**src/hdl/tsw_pkg.sv**
```systemverilog
// ----------------------------------------------------------------------------
// tsw_pkg
// Shared types, constants and helpers for the wrapping texture sampler.
// ----------------------------------------------------------------------------
package tsw_pkg;

	localparam int unsigned MAX_WIDTH   = 256;
	localparam int unsigned MAX_HEIGHT  = 256;
	localparam int unsigned STORE_DEPTH = MAX_WIDTH * MAX_HEIGHT;
	localparam int unsigned ADDR_W      = $clog2(STORE_DEPTH);
	localparam int unsigned DIM_W       = 9;
	localparam int unsigned COORD_W     = 8;
	localparam int unsigned FRAC_W      = 16;
	localparam int unsigned WGT_W       = FRAC_W + 1;
	localparam int unsigned TEXEL_W     = 32;
	localparam int unsigned CH_W        = 8;
	localparam int unsigned NUM_CH      = TEXEL_W / CH_W;
	localparam int unsigned ACC_W       = 10;

	localparam logic [WGT_W-1:0]  ONE_Q16      = WGT_W'(1) << FRAC_W;
	localparam logic [CH_W-1:0]   ALPHA_OPAQUE = 8'hFF;
	localparam logic [DIM_W-1:0]  WIDTH_MAX    = DIM_W'(MAX_WIDTH);
	localparam logic [DIM_W-1:0]  HEIGHT_MAX   = DIM_W'(MAX_HEIGHT);

	// configuration register indexes
	localparam logic [1:0] REG_TEX_WIDTH    = 2'd0;
	localparam logic [1:0] REG_TEX_HEIGHT   = 2'd1;
	localparam logic [1:0] REG_TEXEL_FORMAT = 2'd2;

	localparam logic MODE_LOAD   = 1'b0;
	localparam logic MODE_SAMPLE = 1'b1;
	localparam logic FMT_BGR     = 1'b0;
	localparam logic FMT_BGRA    = 1'b1;

	typedef enum logic [4:0] {
		ST_IDLE  = 5'b00001,
		ST_SCALE = 5'b00010,
		ST_FETCH = 5'b00100,
		ST_DRAIN = 5'b01000,
		ST_DONE  = 5'b10000
	} state_t;

	// weight that travels with a store read
	typedef struct packed {
		logic             vld;
		logic [WGT_W-1:0] wgt;
	} tap_t;

	function automatic logic [DIM_W-1:0] clamp_dim(input logic [DIM_W-1:0] val,
			input logic [DIM_W-1:0] max_val);
		logic [DIM_W-1:0] res;
		if (val == '0) begin
			res = DIM_W'(1);
		end else if (val > max_val) begin
			res = max_val;
		end else begin
			res = val;
		end
		return res;
	endfunction

endpackage

```
**src/hdl/tsw_blend.sv**
```systemverilog
// ----------------------------------------------------------------------------
// tsw_blend
// Per-channel weighted accumulation of returned texels with saturation.
// ----------------------------------------------------------------------------
module tsw_blend
	import tsw_pkg::*;
(
	input  logic               clk,
	input  logic               clear,
	input  tap_t               tap_s1,
	input  logic [TEXEL_W-1:0] rdata,
	output logic [TEXEL_W-1:0] color
);

	logic [ACC_W-1:0]        acc_q  [NUM_CH];
	logic [CH_W+WGT_W-1:0]   prod   [NUM_CH];
	logic [ACC_W-1:0]        term   [NUM_CH];

	always_comb begin
		for (int c = 0; c < NUM_CH; c++) begin
			prod[c] = {{WGT_W{1'b0}}, rdata[c*CH_W +: CH_W]} *
				{{CH_W{1'b0}}, tap_s1.wgt};
			term[c] = ACC_W'(prod[c][CH_W+WGT_W-1:FRAC_W]);
			color[c*CH_W +: CH_W] = (acc_q[c] > ACC_W'(ALPHA_OPAQUE)) ?
				ALPHA_OPAQUE : acc_q[c][CH_W-1:0];
		end
	end

	always_ff @(posedge clk) begin
		for (int c = 0; c < NUM_CH; c++) begin
			if (clear) begin
				acc_q[c] <= '0;
			end else if (tap_s1.vld) begin
				acc_q[c] <= acc_q[c] + term[c];
			end
		end
	end

endmodule
```
**config.mk**
```make
export PLATFORM = sky130hd
export DESIGN_NAME = tsw_blend
export DESIGN_NICKNAME = d
export VERILOG_FILES = /design/src/hdl/tsw_pkg.sv /design/src/hdl/tsw_blend.sv
export SDC_FILE = /design/constraint.sdc
export NUM_CORES = 1
export LEC_CHECK = 0
export ABC_AREA = 1
export BUFFER_PORTS_ARGS = -buffer_cell sky130_fd_sc_hd__buf_2
export CAP_MARGIN = 10
export CORE_AREA = 2 2 208 210
export DETAILED_ROUTE_END_ITERATION = 12
export DIE_AREA = 0 0 210 212
export HOLD_SLACK_MARGIN = 0.06
export PLACE_DENSITY = 0.7
export REMOVE_ABC_BUFFERS = 1
export SYNTH_ARGS = -nofsm -noshare
export SYNTH_HDL_FRONTEND = slang
export SYNTH_SLANG_ARGS = --single-unit
```
**constraint.sdc**
```tcl
create_clock -name clk -period 6.7 [get_ports clk]
set_clock_uncertainty 0.2 [all_clocks]
set_input_delay 1.34 -clock clk [delete_from_list [all_inputs] [get_ports clk]]
set_output_delay 1.34 -clock clk [all_outputs]
set_load 0.01 [all_outputs]
```
* Word level (Yosys, flattened, before mapping)
Memories as Yosys holds them, arrays and structs flattened. Cells that the tools add are included.
Operators by class: order comparisons 4, bitwise logic cells 4, $mul 4, $add $sub $neg 4, multiplexer cells 13
Operators with widths (count):
- $mul 8x17->25 | 4
- $add 10x9->10 | 4
- $gt 10x8->1 const B | 4
- $mux 10 | 4
- $mux 8 | 4
- $mux 1 | 5
- $or 1x1->1 | 4
Word-level totals: memory bits (writable) 40, register bits 0, memories kept 1, bits of input ports 52
Memories:
- acc_q | words 4, width 10, rd ports 4, clocked after memory_dff 0, wr ports 4, line tsw_blend.sv:15 | logic [ACC_W-1:0] acc_q [NUM_CH];

* Depth between registers and ports, before layout
depth after elaboration 4, depth in mapped cells 35, depth with buffers taken out 33

* Worst setup path after synthesis
OpenSTA, ideal clock, no wires.
path kind input -> register, start point in rdata[2], end point mem acc_q[0][8], data pin, required time 6.245 ns, path buffers 2, data arrival time 6.303 ns, setup time 0.255 ns, stages 28, path slack -0.058 ns, path through clkbuf_1 -> clkbuf_1 -> nand2_1 -> fa_1 -> inv_1 -> fa_1 -> fa_1 -> inv_1 -> fa_1 -> inv_1 -> ha_1 -> a21oi_1 -> a21boi_0 -> o21ai_0 -> a21oi_1 -> xnor2_1 -> ha_1 -> fa_1 -> nand2_1 -> inv_1 -> nor2_1 -> nor2_1 -> nor2_1 -> inv_1 -> nand2_1 -> nand3_1 -> nand2_1 -> nor2_1
RTL lines:
- start, declared | line tsw_blend.sv:11 | input logic [TEXEL_W-1:0] rdata,
- end, declared | line tsw_blend.sv:15

==> impl_metrics.env <==
export IMPL_powerDensity_nw_per_um2=393
export IMPL_ys_seq_area_share_pct=5.63
export IMPL_vias=19166
export IMPL_grt_remaining_overflow=0
export IMPL_finalHoldViolations=0
export IMPL_design_area_um2=24200
export IMPL_period_share_pct=95.7
export IMPL_final_nets=3963
export IMPL_p_comb_share_pct=92.2
export IMPL_cts_setup_buffers=0
export IMPL_cts_tree="yes"
export IMPL_yosysWarnings=0
export IMPL_grt_pass1_wl_mm=94.6
export IMPL_p_sw_w=0.00513
export IMPL_die_w_um=210
export IMPL_synth_top_area_share_pct=33.8
export IMPL_syn_area_per_cell_um2=6.78
export IMPL_top_regs="acc_q: 40 flops"
export IMPL_multi_input_area_um2=16100
export IMPL_wl_met1_mm=23.4
export IMPL_rows=76
export IMPL_core_area_um2=42500
export IMPL_pwr_share_seq_pct=5.2
export IMPL_cp_common_cell="nand2_1"
export IMPL_fmax_mhz=156
export IMPL_r2r_setup_slack_ns=4.45
export IMPL_regMostFlops="acc_q"
export IMPL_root_buffer="clkbuf_16"
export IMPL_path_max_fanout=6
export IMPL_io_buffers=83
export IMPL_dr_pass1_iters=5
export IMPL_crit_path_top_delay_cell="fa_1"
export IMPL_met2WireLength_mm=26.6
export IMPL_cts_made_buffers=5
export IMPL_setup_violations=0
export IMPL_regArea_um2=1200
export IMPL_path_clk_slew_ns=0.06
export IMPL_outcome="finished clean"
export IMPL_syn_inst=3147
export IMPL_worstSetupStartpointType="input port"
export IMPL_crit_arrival_ns=6.27
export IMPL_ir_drop_v=0.000341
export IMPL_grt_max_degree=41
export IMPL_p_total_w=0.00951
export IMPL_layout_drive_gt1_share_pct=11.3
export IMPL_post_synth_num_cell_types=42
export IMPL_hold_ws_ns=0.407
export IMPL_yosys_top_cells_area="fa_1, inv_1, nand2_1"
export IMPL_worst_pin_slew_ns=0.783
export IMPL_ios=84
export IMPL_layout_setup_ws_ns=0.288
export IMPL_slowest_delay_ns=0.53
export IMPL_p_int_w=0.00438
export IMPL_fill_cells=3982
export IMPL_initial_core_util_pct=50.2
export IMPL_cap_violations=0
export IMPL_avgViaCountPerCell=4.92
export IMPL_utilization_pct=57.0
export IMPL_final_max_slew_violation_count=0
export IMPL_cts_num_sinks=40
export IMPL_fp_dieArea_um2=44500
export IMPL_grt_usage_pct=26.1
export IMPL_antenna_found_initial=0
export IMPL_power_share_clock_pct=2.6
export IMPL_preCtsSetupSlack_ns=-0.306
export IMPL_wl_mm=54.6
export IMPL_fin_crit_ns=6.41
export IMPL_synth_seq_cells=40
export IMPL_drt_initial_drc_count=1122
export IMPL_drc_errors=0
export IMPL_grt_pass1_vias=20401
export IMPL_syn_area_um2=21300
export IMPL_met3_length_mm=3.03
export IMPL_htree_levels=2
export IMPL_cp_required_ns=6.55
export IMPL_yosysTopAreaCell="fa_1"
export IMPL_leakage_nw=15.7
export IMPL_die_h_um=212
export IMPL_antenna_left=0
export IMPL_hpwl_mm=46.0
export IMPL_dpl_instance_area_um2=23900
export IMPL_crit_type="input port to flop"
export IMPL_top_layer="met4"
export IMPL_cts_buffer_depth=2
export IMPL_areaGrowthSynthToFinish_pct=13.5
export IMPL_wl_per_cell_um=14.0
export IMPL_largest_reg_flops=40
export IMPL_holdCritPathClass="flop to flop"
export IMPL_clkLatencyLatePin_ns=0.30
export IMPL_end_kind="flop"
export IMPL_place_congestion=0.917
export IMPL_swShare_pct=54.0
export IMPL_slew_headroom_pct=47.8
final cells by class:
class                           count  share of cell area (%)
Tap cell                          546                    2.82
Sequential cell                    40                    4.96
Inverter                          989                    15.3
Antenna cell                        1                  0.0103
Clock buffer                        5                   0.517
Timing Repair Buffer              311                    9.70
Multi-Input combinational cell   2000                    66.7
metal layers:
metal | up-vias | global-route usage, %
li1 | 9427 | -
met1 | 9171 | 32.9
met2 | 462 | 46.2
met3 | 106 | 4.03
met4 | 0 | 7.95
met5 | - | 0
through the flow:
| step | cells | setup TNS, ns |
|---|---|---|
| final | 3892 | 0 |
| after floorplan | 3029 | 0 |
| after CTS | 3891 | 0 |
| after detailed placement | 3886 | -4.75 |
| after global routing | 3891 | -0.0495 |
| after global placement | 3886 | -3.20 |
placed cells by master, fill, tap and decap left out, types with 3 or more instances in the layout:
master | netlist | routed
a21oi_1 | 114 | 100
nand3_1 | 71 | 71
inv_1 | 988 | 988
a31oi_1 | 6 | 4
a211oi_1 | 4 | 3
ha_1 | 204 | 199
o21bai_1 | 19 | 18
clkbuf_4 | 0 | 9
edfxtp_1 | 40 | 40
clkbuf_16 | 0 | 5
nand3b_1 | 5 | 5
buf_2 | 2 | 70
nand2_1 | 895 | 890
a21boi_0 | 5 | 4
o21ai_0 | 57 | 53
nor3_1 | 21 | 18
buf_12 | 0 | 14
nor2_2 | 4 | 10
nand4_1 | 21 | 21
nor2_1 | 143 | 137
xnor2_1 | 5 | 5
a21o_1 | 14 | 14
nor3_2 | 0 | 3
nand2_2 | 7 | 12
nor4_1 | 5 | 4
o21ai_1 | 4 | 6
buf_4 | 3 | 215
xor2_1 | 8 | 8
o21bai_2 | 2 | 3
fa_1 | 360 | 358
a21oi_2 | 0 | 14
o21a_1 | 13 | 13
ha_4 | 0 | 3
power groups by stage:
stage / Combinational, W / Sequential (W) / Clock [W]
global route: 0.0101 / 0.000507 / 0.000259
finish: 0.00877 / 0.000495 / 0.000243
global placement: 0.00834 / 0.000496 / 0
floorplan: 0.00545 / 0.000471 / 0
detailed placement: 0.00849 / 0.000498 / 0
CTS: 0.00857 / 0.000495 / 0.000250
cell usage after synthesis, drive strengths merged:
library cell and number:
a211oi 4, a21boi 5, a21o 14, a21oi 114, a31oi 6, and2 1, and3 2, buf 8
clkbuf 110, edfxtp 40, fa 360, ha 204, inv 989, nand2 904, nand3 72, nand3b 5
nand4 21, nor2 148, nor3 21, nor3b 2, nor4 6, o2111ai 1, o21a 13, o21ai 61
o21bai 21, o31ai 1, or2 1, xnor2 5, xor2 8
kinds of logic (layout without fill, tap and decap cells):
kind of cell,after synthesis,count (layout),synth area share (%)
AO/OA/AOI/OAI,240,240,6.40
buffers and inverters,1107,1305,19.6
other,0,1,0
adder cells (fa/ha/maj),564,564,45.7
AND/OR/NAND/NOR,1183,1183,22.1
flip-flops,40,40,5.63
XOR/XNOR,13,13,0.533
worst max-delay path: cells and delay by family:
kind / cells / cell delay (ns)
fa+ha+maj: 7 / 2.85
simple gates: 10 / 0.83
buf+inv: 7 / 0.78
compound gates: 3 / 0.29
xor+xnor: 1 / 0.14
worst paths after layout:
path	from	to	cells past startpoint
min reg2reg	acc_q[3][9]$_SDFFCE_PN0P_	acc_q[3][9]$_SDFFCE_PN0P_	1
max reg2reg	acc_q[0][0]$_SDFFCE_PN0P_	acc_q[0][8]$_SDFFCE_PN0P_	12
max	tap_s1[1]	acc_q[1][6]$_SDFFCE_PN0P_	28
min	acc_q[3][9]$_SDFFCE_PN0P_	acc_q[3][9]$_SDFFCE_PN0P_	1
what timing repair did:
| action | 4_1_cts | 5_1_grt |
|---|---|---|
| pin swaps | 0 | 5 |
| endpoints found under the setup margin | 1 | 26 |
| resized for setup | 1 | 67 |
| hold buffers | 0 | 0 |
| gates cloned | 0 | 0 |
Power figures use the tool's default switching activity.
