### config.mk
export PLATFORM = sky130hd
export DESIGN_NAME = tsw_fetch
export DESIGN_NICKNAME = d
export VERILOG_FILES = /design/src/hdl/tsw_pkg.sv /design/src/hdl/tsw_fetch.sv
export SDC_FILE = /design/constraint.sdc
export NUM_CORES = 1
export LEC_CHECK = 0
export ABC_AREA = 1
export BUFFER_PORTS_ARGS = -buffer_cell sky130_fd_sc_hd__buf_4
export CORE_MARGIN = 3
export CORE_UTILIZATION = 69
export CTS_CLUSTER_DIAMETER = 200
export DETAILED_ROUTE_END_ITERATION = 10
export PLACE_DENSITY = 0.95
export SLEW_MARGIN = 30
export SYNTH_ARGS = -nofsm -noshare
export SYNTH_HDL_FRONTEND = slang
export SYNTH_SLANG_ARGS = --single-unit
### constraint.sdc
create_clock -name clk -period 11.25 [get_ports clk]
set_input_delay 1.125 -clock clk [delete_from_list [all_inputs] [get_ports clk]]
set_output_delay 1.125 -clock clk [all_outputs]
set_load 0.01 [all_outputs]
### src/hdl/tsw_pkg.sv
// ----------------------------------------------------------------------------
// tsw_pkg
// Shared types, constants and helpers for the wrapping texture sampler.
// ----------------------------------------------------------------------------
package tsw_pkg;

	localparam int unsigned MAX_WIDTH   = 256;
	localparam int unsigned MAX_HEIGHT  = 256;
	localparam int unsigned STORE_DEPTH = MAX_WIDTH * MAX_HEIGHT;
	localparam int unsigned ADDR_W      = $clog2(STORE_DEPTH);
	localparam int unsigned DIM_W       = 9;
	localparam int unsigned COORD_W     = 8;
	localparam int unsigned FRAC_W      = 16;
	localparam int unsigned WGT_W       = FRAC_W + 1;
	localparam int unsigned TEXEL_W     = 32;
	localparam int unsigned CH_W        = 8;
	localparam int unsigned NUM_CH      = TEXEL_W / CH_W;
	localparam int unsigned ACC_W       = 10;

	localparam logic [WGT_W-1:0]  ONE_Q16      = WGT_W'(1) << FRAC_W;
	localparam logic [CH_W-1:0]   ALPHA_OPAQUE = 8'hFF;
	localparam logic [DIM_W-1:0]  WIDTH_MAX    = DIM_W'(MAX_WIDTH);
	localparam logic [DIM_W-1:0]  HEIGHT_MAX   = DIM_W'(MAX_HEIGHT);

	// configuration register indexes
	localparam logic [1:0] REG_TEX_WIDTH    = 2'd0;
	localparam logic [1:0] REG_TEX_HEIGHT   = 2'd1;
	localparam logic [1:0] REG_TEXEL_FORMAT = 2'd2;

	localparam logic MODE_LOAD   = 1'b0;
	localparam logic MODE_SAMPLE = 1'b1;
	localparam logic FMT_BGR     = 1'b0;
	localparam logic FMT_BGRA    = 1'b1;

	typedef enum logic [4:0] {
		ST_IDLE  = 5'b00001,
		ST_SCALE = 5'b00010,
		ST_FETCH = 5'b00100,
		ST_DRAIN = 5'b01000,
		ST_DONE  = 5'b10000
	} state_t;

	// weight that travels with a store read
	typedef struct packed {
		logic             vld;
		logic [WGT_W-1:0] wgt;
	} tap_t;

	function automatic logic [DIM_W-1:0] clamp_dim(input logic [DIM_W-1:0] val,
			input logic [DIM_W-1:0] max_val);
		logic [DIM_W-1:0] res;
		if (val == '0) begin
			res = DIM_W'(1);
		end else if (val > max_val) begin
			res = max_val;
		end else begin
			res = val;
		end
		return res;
	endfunction

endpackage

### src/hdl/tsw_fetch.sv
// ----------------------------------------------------------------------------
// tsw_fetch
// Turns one neighbour pick into a store address and its blend weight.
// ----------------------------------------------------------------------------
module tsw_fetch
	import tsw_pkg::*;
(
	input  logic               clk,
	input  logic               arst_n,
	input  logic               issue,
	input  logic [1:0]         tap,
	input  logic [COORD_W-1:0] left,
	input  logic [COORD_W-1:0] right,
	input  logic [COORD_W-1:0] up,
	input  logic [COORD_W-1:0] down,
	input  logic [FRAC_W-1:0]  du,
	input  logic [FRAC_W-1:0]  dv,
	input  logic [DIM_W-1:0]   width,
	input  logic [DIM_W-1:0]   height,
	output logic               re,
	output logic [ADDR_W-1:0]  raddr,
	output tap_t               tap_s1
);

	logic [COORD_W-1:0]   col;
	logic [COORD_W-1:0]   row_y;
	logic [DIM_W-1:0]     row_full;
	logic [DIM_W+COORD_W-1:0] row_base;
	logic [WGT_W-1:0]     wa;
	logic [WGT_W-1:0]     wb;
	logic [2*WGT_W-1:0]   wprod;
	logic                 vld_s1;
	logic [WGT_W-1:0]     wgt_s1;

	always_comb begin
		col      = tap[0] ? right : left;
		row_y    = tap[1] ? down : up;
		// rows are stored bottom-up
		row_full = height - DIM_W'(1) - {1'b0, row_y};
		row_base = {{DIM_W{1'b0}}, row_full[COORD_W-1:0]} * {{COORD_W{1'b0}}, width};
		raddr    = row_base[ADDR_W-1:0] + {{(ADDR_W-COORD_W){1'b0}}, col};
		re       = issue;
		wa       = tap[0] ? {1'b0, du} : ONE_Q16 - {1'b0, du};
		wb       = tap[1] ? {1'b0, dv} : ONE_Q16 - {1'b0, dv};
		wprod    = wa * wb;
	end

	always_ff @(posedge clk or negedge arst_n) begin
		if (!arst_n) begin
			vld_s1 <= 1'b0;
		end else begin
			vld_s1 <= issue;
		end
	end

	always_ff @(posedge clk) begin
		wgt_s1 <= wprod[FRAC_W+WGT_W-1:FRAC_W];
	end

	assign tap_s1 = '{vld: vld_s1, wgt: wgt_s1};

endmodule

=== Word level (Yosys, flattened, before mapping) ===
Index checks and enable logic that the tools add are counted.

* $add $sub $neg: 5
* Multipliers: 2
* Multiplexer cells: 4

{| class="wikitable"
|+ Operator list
! operator !! count
|-
| two-way mux 17 bit || 2
|-
| subtractor 17 x 16 -> 17 bit, first input constant || 2
|-
| multiplier 17 x 17 -> 33 bit || 1
|-
| adder 16 x 8 -> 16 bit || 1
|-
| multiplier 8 x 9 -> 16 bit || 1
|-
| two-way mux 8 bit || 2
|-
| subtractor 8 x 1 -> 8 bit, second input constant || 1
|-
| subtractor 8 bit || 1
|}

* Register bits: 18
* Input bits: 87
* Output and inout port bits: 35
* Logic and storage cells: 13

=== Depth between registers and ports, before layout ===
* Depth in word-level cells: 4
* Depth in mapped cells: 36
* Gate-level depth less buffers: 35

=== Least setup slack after synthesis ===
Ideal clock, no wire load.

* Path type: input to output
* Start point: in tap[1]
* End point: out raddr[13]
* Data arrival time: 6353 ps
* Required time: 10125 ps
* Slack: 3772 ps
* Stages on the path: 26
* Buffers on the path: 3
* Cell sequence: buf_2 > inv_2 > buf_4 > or2_2 > o21ai_0 > inv_1 > fa_1 > nand3b_1 > nand2_1 > nand2_1 > nand2_1 > a21oi_1 > or2_2 > buf_2 > nand3_1 > fa_1 > fa_1 > fa_1 > inv_1 > fa_1 > ha_1 > inv_1 > nor3_1 > a21oi_1 > o21bai_1 > xor2_1

* Word-level cells in the longest chain between the ends: 4

{| class="wikitable"
|+ Ends and longest elaborated chain
! element !! RTL line !! text
|-
| start: declaration || tsw_fetch.sv:11 || <nowiki>input logic [1:0] tap,</nowiki>
|-
| two-way mux 8 bit || tsw_fetch.sv:37 || <nowiki>row_y = tap[1] ? down : up;</nowiki>
|-
| subtractor 8 bit || tsw_fetch.sv:39 || <nowiki>row_full = height - DIM_W'(1) - {1'b0, row_y};</nowiki>
|-
| multiplier 8 x 9 -> 16 bit || tsw_fetch.sv:40 || <nowiki>row_base = {{DIM_W{1'b0}}, row_full[COORD_W-1:0]} * {{COORD_W{1'b0}}, width};</nowiki>
|-
| adder 16 x 8 -> 16 bit || tsw_fetch.sv:41 || <nowiki>raddr = row_base[ADDR_W-1:0] + {{(ADDR_W-COORD_W){1'b0}}, col};</nowiki>
|-
| end: declaration || tsw_fetch.sv:21 || <nowiki>output logic [ADDR_W-1:0] raddr,</nowiki>
|}

Every way passes these cells.

=== Worst setup path after layout ===
* Start point: in du[0]
* End point: reg wgt_s1[15]

* Word-level cells in the longest chain between the ends: 3

{| class="wikitable"
|+ Ends and longest elaborated chain
! element !! RTL line !! text
|-
| start: declaration || tsw_fetch.sv:16 || <nowiki>input logic [FRAC_W-1:0] du,</nowiki>
|-
| subtractor 17 x 16 -> 17 bit || tsw_fetch.sv:43 || <nowiki>wa = tap[0] ? {1'b0, du} : ONE_Q16 - {1'b0, du};</nowiki>
|-
| two-way mux 17 bit (*) || tsw_fetch.sv:43 ||
|-
| multiplier 17 x 17 -> 33 bit (*) || tsw_fetch.sv:45 || <nowiki>wprod = wa * wb;</nowiki>
|-
| named net wprod[31] || tsw_fetch.sv:31 || <nowiki>logic [2*WGT_W-1:0] wprod;</nowiki>
|-
| end signal: assignment || tsw_fetch.sv:57 || <nowiki>wgt_s1 <= wprod[FRAC_W+WGT_W-1:FRAC_W];</nowiki>
|-
| end: declaration || tsw_fetch.sv:33 || <nowiki>logic [WGT_W-1:0] wgt_s1;</nowiki>
|}

The timed path passes the listed nets; every way through them passes the cells marked *.

==> qor.yml <==
detailed_routing:
  drt_iter0_markers: 1187
  first_pass_iters: 6
  drt_wl_total_mm: 39.6
  drc: 0
  detail-route-antenna-nets: 0
  num_vias: 13100
  wl_per_cell_um: 17.1
  avgViaCountPerCell: 5.66
logic_synthesis:
  synth_nets: 2462
  syn_inst: 1957
  synthDistinctLibCells: 52
  async_flop_share: 0.0556
  ys_warn_count: 0
  ys_ff_latch: 18
  syn_avg_cell_area_um2: 7.37
  synth_edf_count: 0
  synth_area_mm2: 0.0144
  synth_ff_type: "dfxtp_1"
  ys_seq_area_frac: 0.0253
floorplanning:
  die_width_um: 151
  placeableCoreArea_mm2: 0.0204
  floorplan.initialDensity: 0.708
  dieArea_mm2: 0.0227
  chipHeight_um: 151
  io_pins: 122
  rows: 52
sta:
  post-route-min-period_ns: 8.30
  fin_setup_tns_ns: 0
  slew_headroom: 0.345
  tightestPinTransition_ns: 0.981
  max_freq_mhz: 120
  hold_violations: 0
  fin_crit_sh: 0.738
  final-max-slew-violation-count: 0
  grt_setup_unrepaired: "false"
  report.final.setup_viol: 0
  worst_slack_ns: 2.95
setup_path:
  cp_max_fo: 14
  cp-end-kind: "flip-flop"
  worst_path_max_delay_cell: "fa_1"
  cp.required_ns: 11.40
  slowest_delay_ns: 0.56
  cp_common_cell: "nand2_1"
  start_kind: "primary input"
  crit_type: "primary input to flip-flop"
  arrival_ns: 8.45
clock_network:
  cts_resized: 0
  clock_path_buffers: 2
  cts_setup_buffers: 0
  cts_hold_buf: 0
  clock_sinks: 18
  cts-root-buf: "clkbuf_16"
  clk_pin_slew_ns: 0.05
  h-tree-depth: 1
  cts_buffers: 3
  cts_tree: "yes"
layout:
  layout.cells.non_filler: 2317
  area_delta_synth_final_pct: 7.59
  drive_gt1_frac: 0.107
  n_antenna_cell: 0
  final_nets: 2553
  postLayoutCellArea_mm2: 0.0155
  fillers: 1437
outcome:
  status: "completed"
grt:
  grt_util_met1: 0.434
  grt_first_pass_wirelength_mm: 65.4
  top_usage_layer: "met2"
  grt-ovfl-total: 0
  antenna_found_initial: 0
  track_usage: 0.365
  grt_util_met3: 0.0969
  grt_max_degree: 20
  grt_util_met2: 0.611
  first_global_vias: 14000
placement:
  pre_cts_ws_ns: 2.98
  post-place-cells: 2313
  place_area_mm2: 0.0154
  hpwl_mm: 33.9
  port_buffers: 120
  gp_congestion: 1.03
min_path:
  hold_path_class: "primary input to asynchronous set/reset pin"
job:
  maxCapViolations: 0
synth_stat cells (3+ instances only):
| master | instances | share of area |
|---|---|---|
| inv_1 | 531 | 0.14 |
| nand2_1 | 462 | 0.12 |
| fa_1 | 271 | 0.38 |
| nor2_1 | 181 | 0.047 |
| ha_1 | 147 | 0.13 |
| nand3_1 | 54 | 0.019 |
| a21oi_1 | 47 | 0.016 |
| nand2_2 | 38 | 0.016 |
| o21ai_0 | 27 | 0.0094 |
| buf_2 | 18 | 0.0062 |
| dfxtp_1 | 17 | 0.024 |
| xor2_1 | 17 | 0.010 |
| mux2i_1 | 13 | 0.0090 |
| inv_2 | 11 | 0.0029 |
| nor3_1 | 11 | 0.0038 |
| buf_4 | 9 | 0.0047 |
| xnor2_1 | 9 | 0.0055 |
| buf_6 | 8 | 0.0062 |
| o21bai_1 | 8 | 0.0042 |
| nand4_1 | 7 | 0.0030 |
| xor2_2 | 7 | 0.0079 |
| clkbuf_1 | 6 | 0.0016 |
| nand2_4 | 5 | 0.0039 |
| or2_2 | 5 | 0.0022 |
| a21o_1 | 4 | 0.0021 |
| a31oi_1 | 3 | 0.0013 |
| nand3b_1 | 3 | 0.0016 |
| nor2_2 | 3 | 0.0013 |
| nor4_1 | 3 | 0.0013 |
cell families (layout without fill, tap and decap cells):
family          count (synthesis)  in the layout  synth area share
compound gates                 99             99            0.0402
xor+xnor                       37             37            0.0297
fa+ha+maj                     418            418             0.504
buf+inv                       586            676             0.162
flops                          18             18            0.0253
mux                            13             13           0.00902
simple gates                  786            786             0.230
critical path, delay by kind of cell:
kind / cells / cell delay, ns
fa+ha+maj: 8 / 3.77
buf+inv: 7 / 1.27
simple gates: 14 / 2.28
flip-flops by register name, summed over array words and instances (netlist names):
name	count
wgt_s1	17
vld_s1	1
routing by layer:
metal	wire length, um	share of wire
met1	13900	0.35
met2	18700	0.47
met3	4570	0.12
met4	2430	0.061
met5	0	0
worst paths after layout:
check | cells past startpoint | to | from | slack [ns]
max | 29 | wgt_s1[15] | du[0] | 2.95
min | 1 | vld_s1 | arst_n | 0.63
max in group asynchronous | 1 | vld_s1 | arst_n | 10.54
min in group clk | 1 | vld_s1 | issue | 0.98
through the flow:
stage / utilization / hold slack, ns
final: 0.762 / 0.633
after global routing: 0.762 / 0.631
after CTS: 0.762 / 0.633
after detailed placement: 0.758 / 0.902
after global placement: 0.758 / 0.900
after floorplan: - / 0.829
final cells by class:
cell class | instances | area [um^2] | share of cell area
Clock buffer | 4 | 78.8 | 0.00508
Inverter | 544 | 2040 | 0.132
Multi-Input combinational cell | 1353 | 11700 | 0.756
Sequential cell | 18 | 365 | 0.0235
Tap cell | 270 | 338 | 0.0218
Timing Repair Buffer | 128 | 961 | 0.0619
cell usage in the layout, fill, tap and decap left out, types with 13 or more instances in the layout:
master	netlist	layout
dfxtp_1	17	17
ha_1	147	147
mux2i_1	13	13
nand2_1	462	462
fa_1	271	271
nand3_1	54	54
nor2_1	181	181
a21oi_1	47	47
xor2_1	17	17
buf_4	9	128
inv_1	531	531
o21ai_0	27	26
nand2_2	38	38
Power is not shown: default switching activity piles up to over one toggle a cycle in this logic, so the estimate is an artifact.
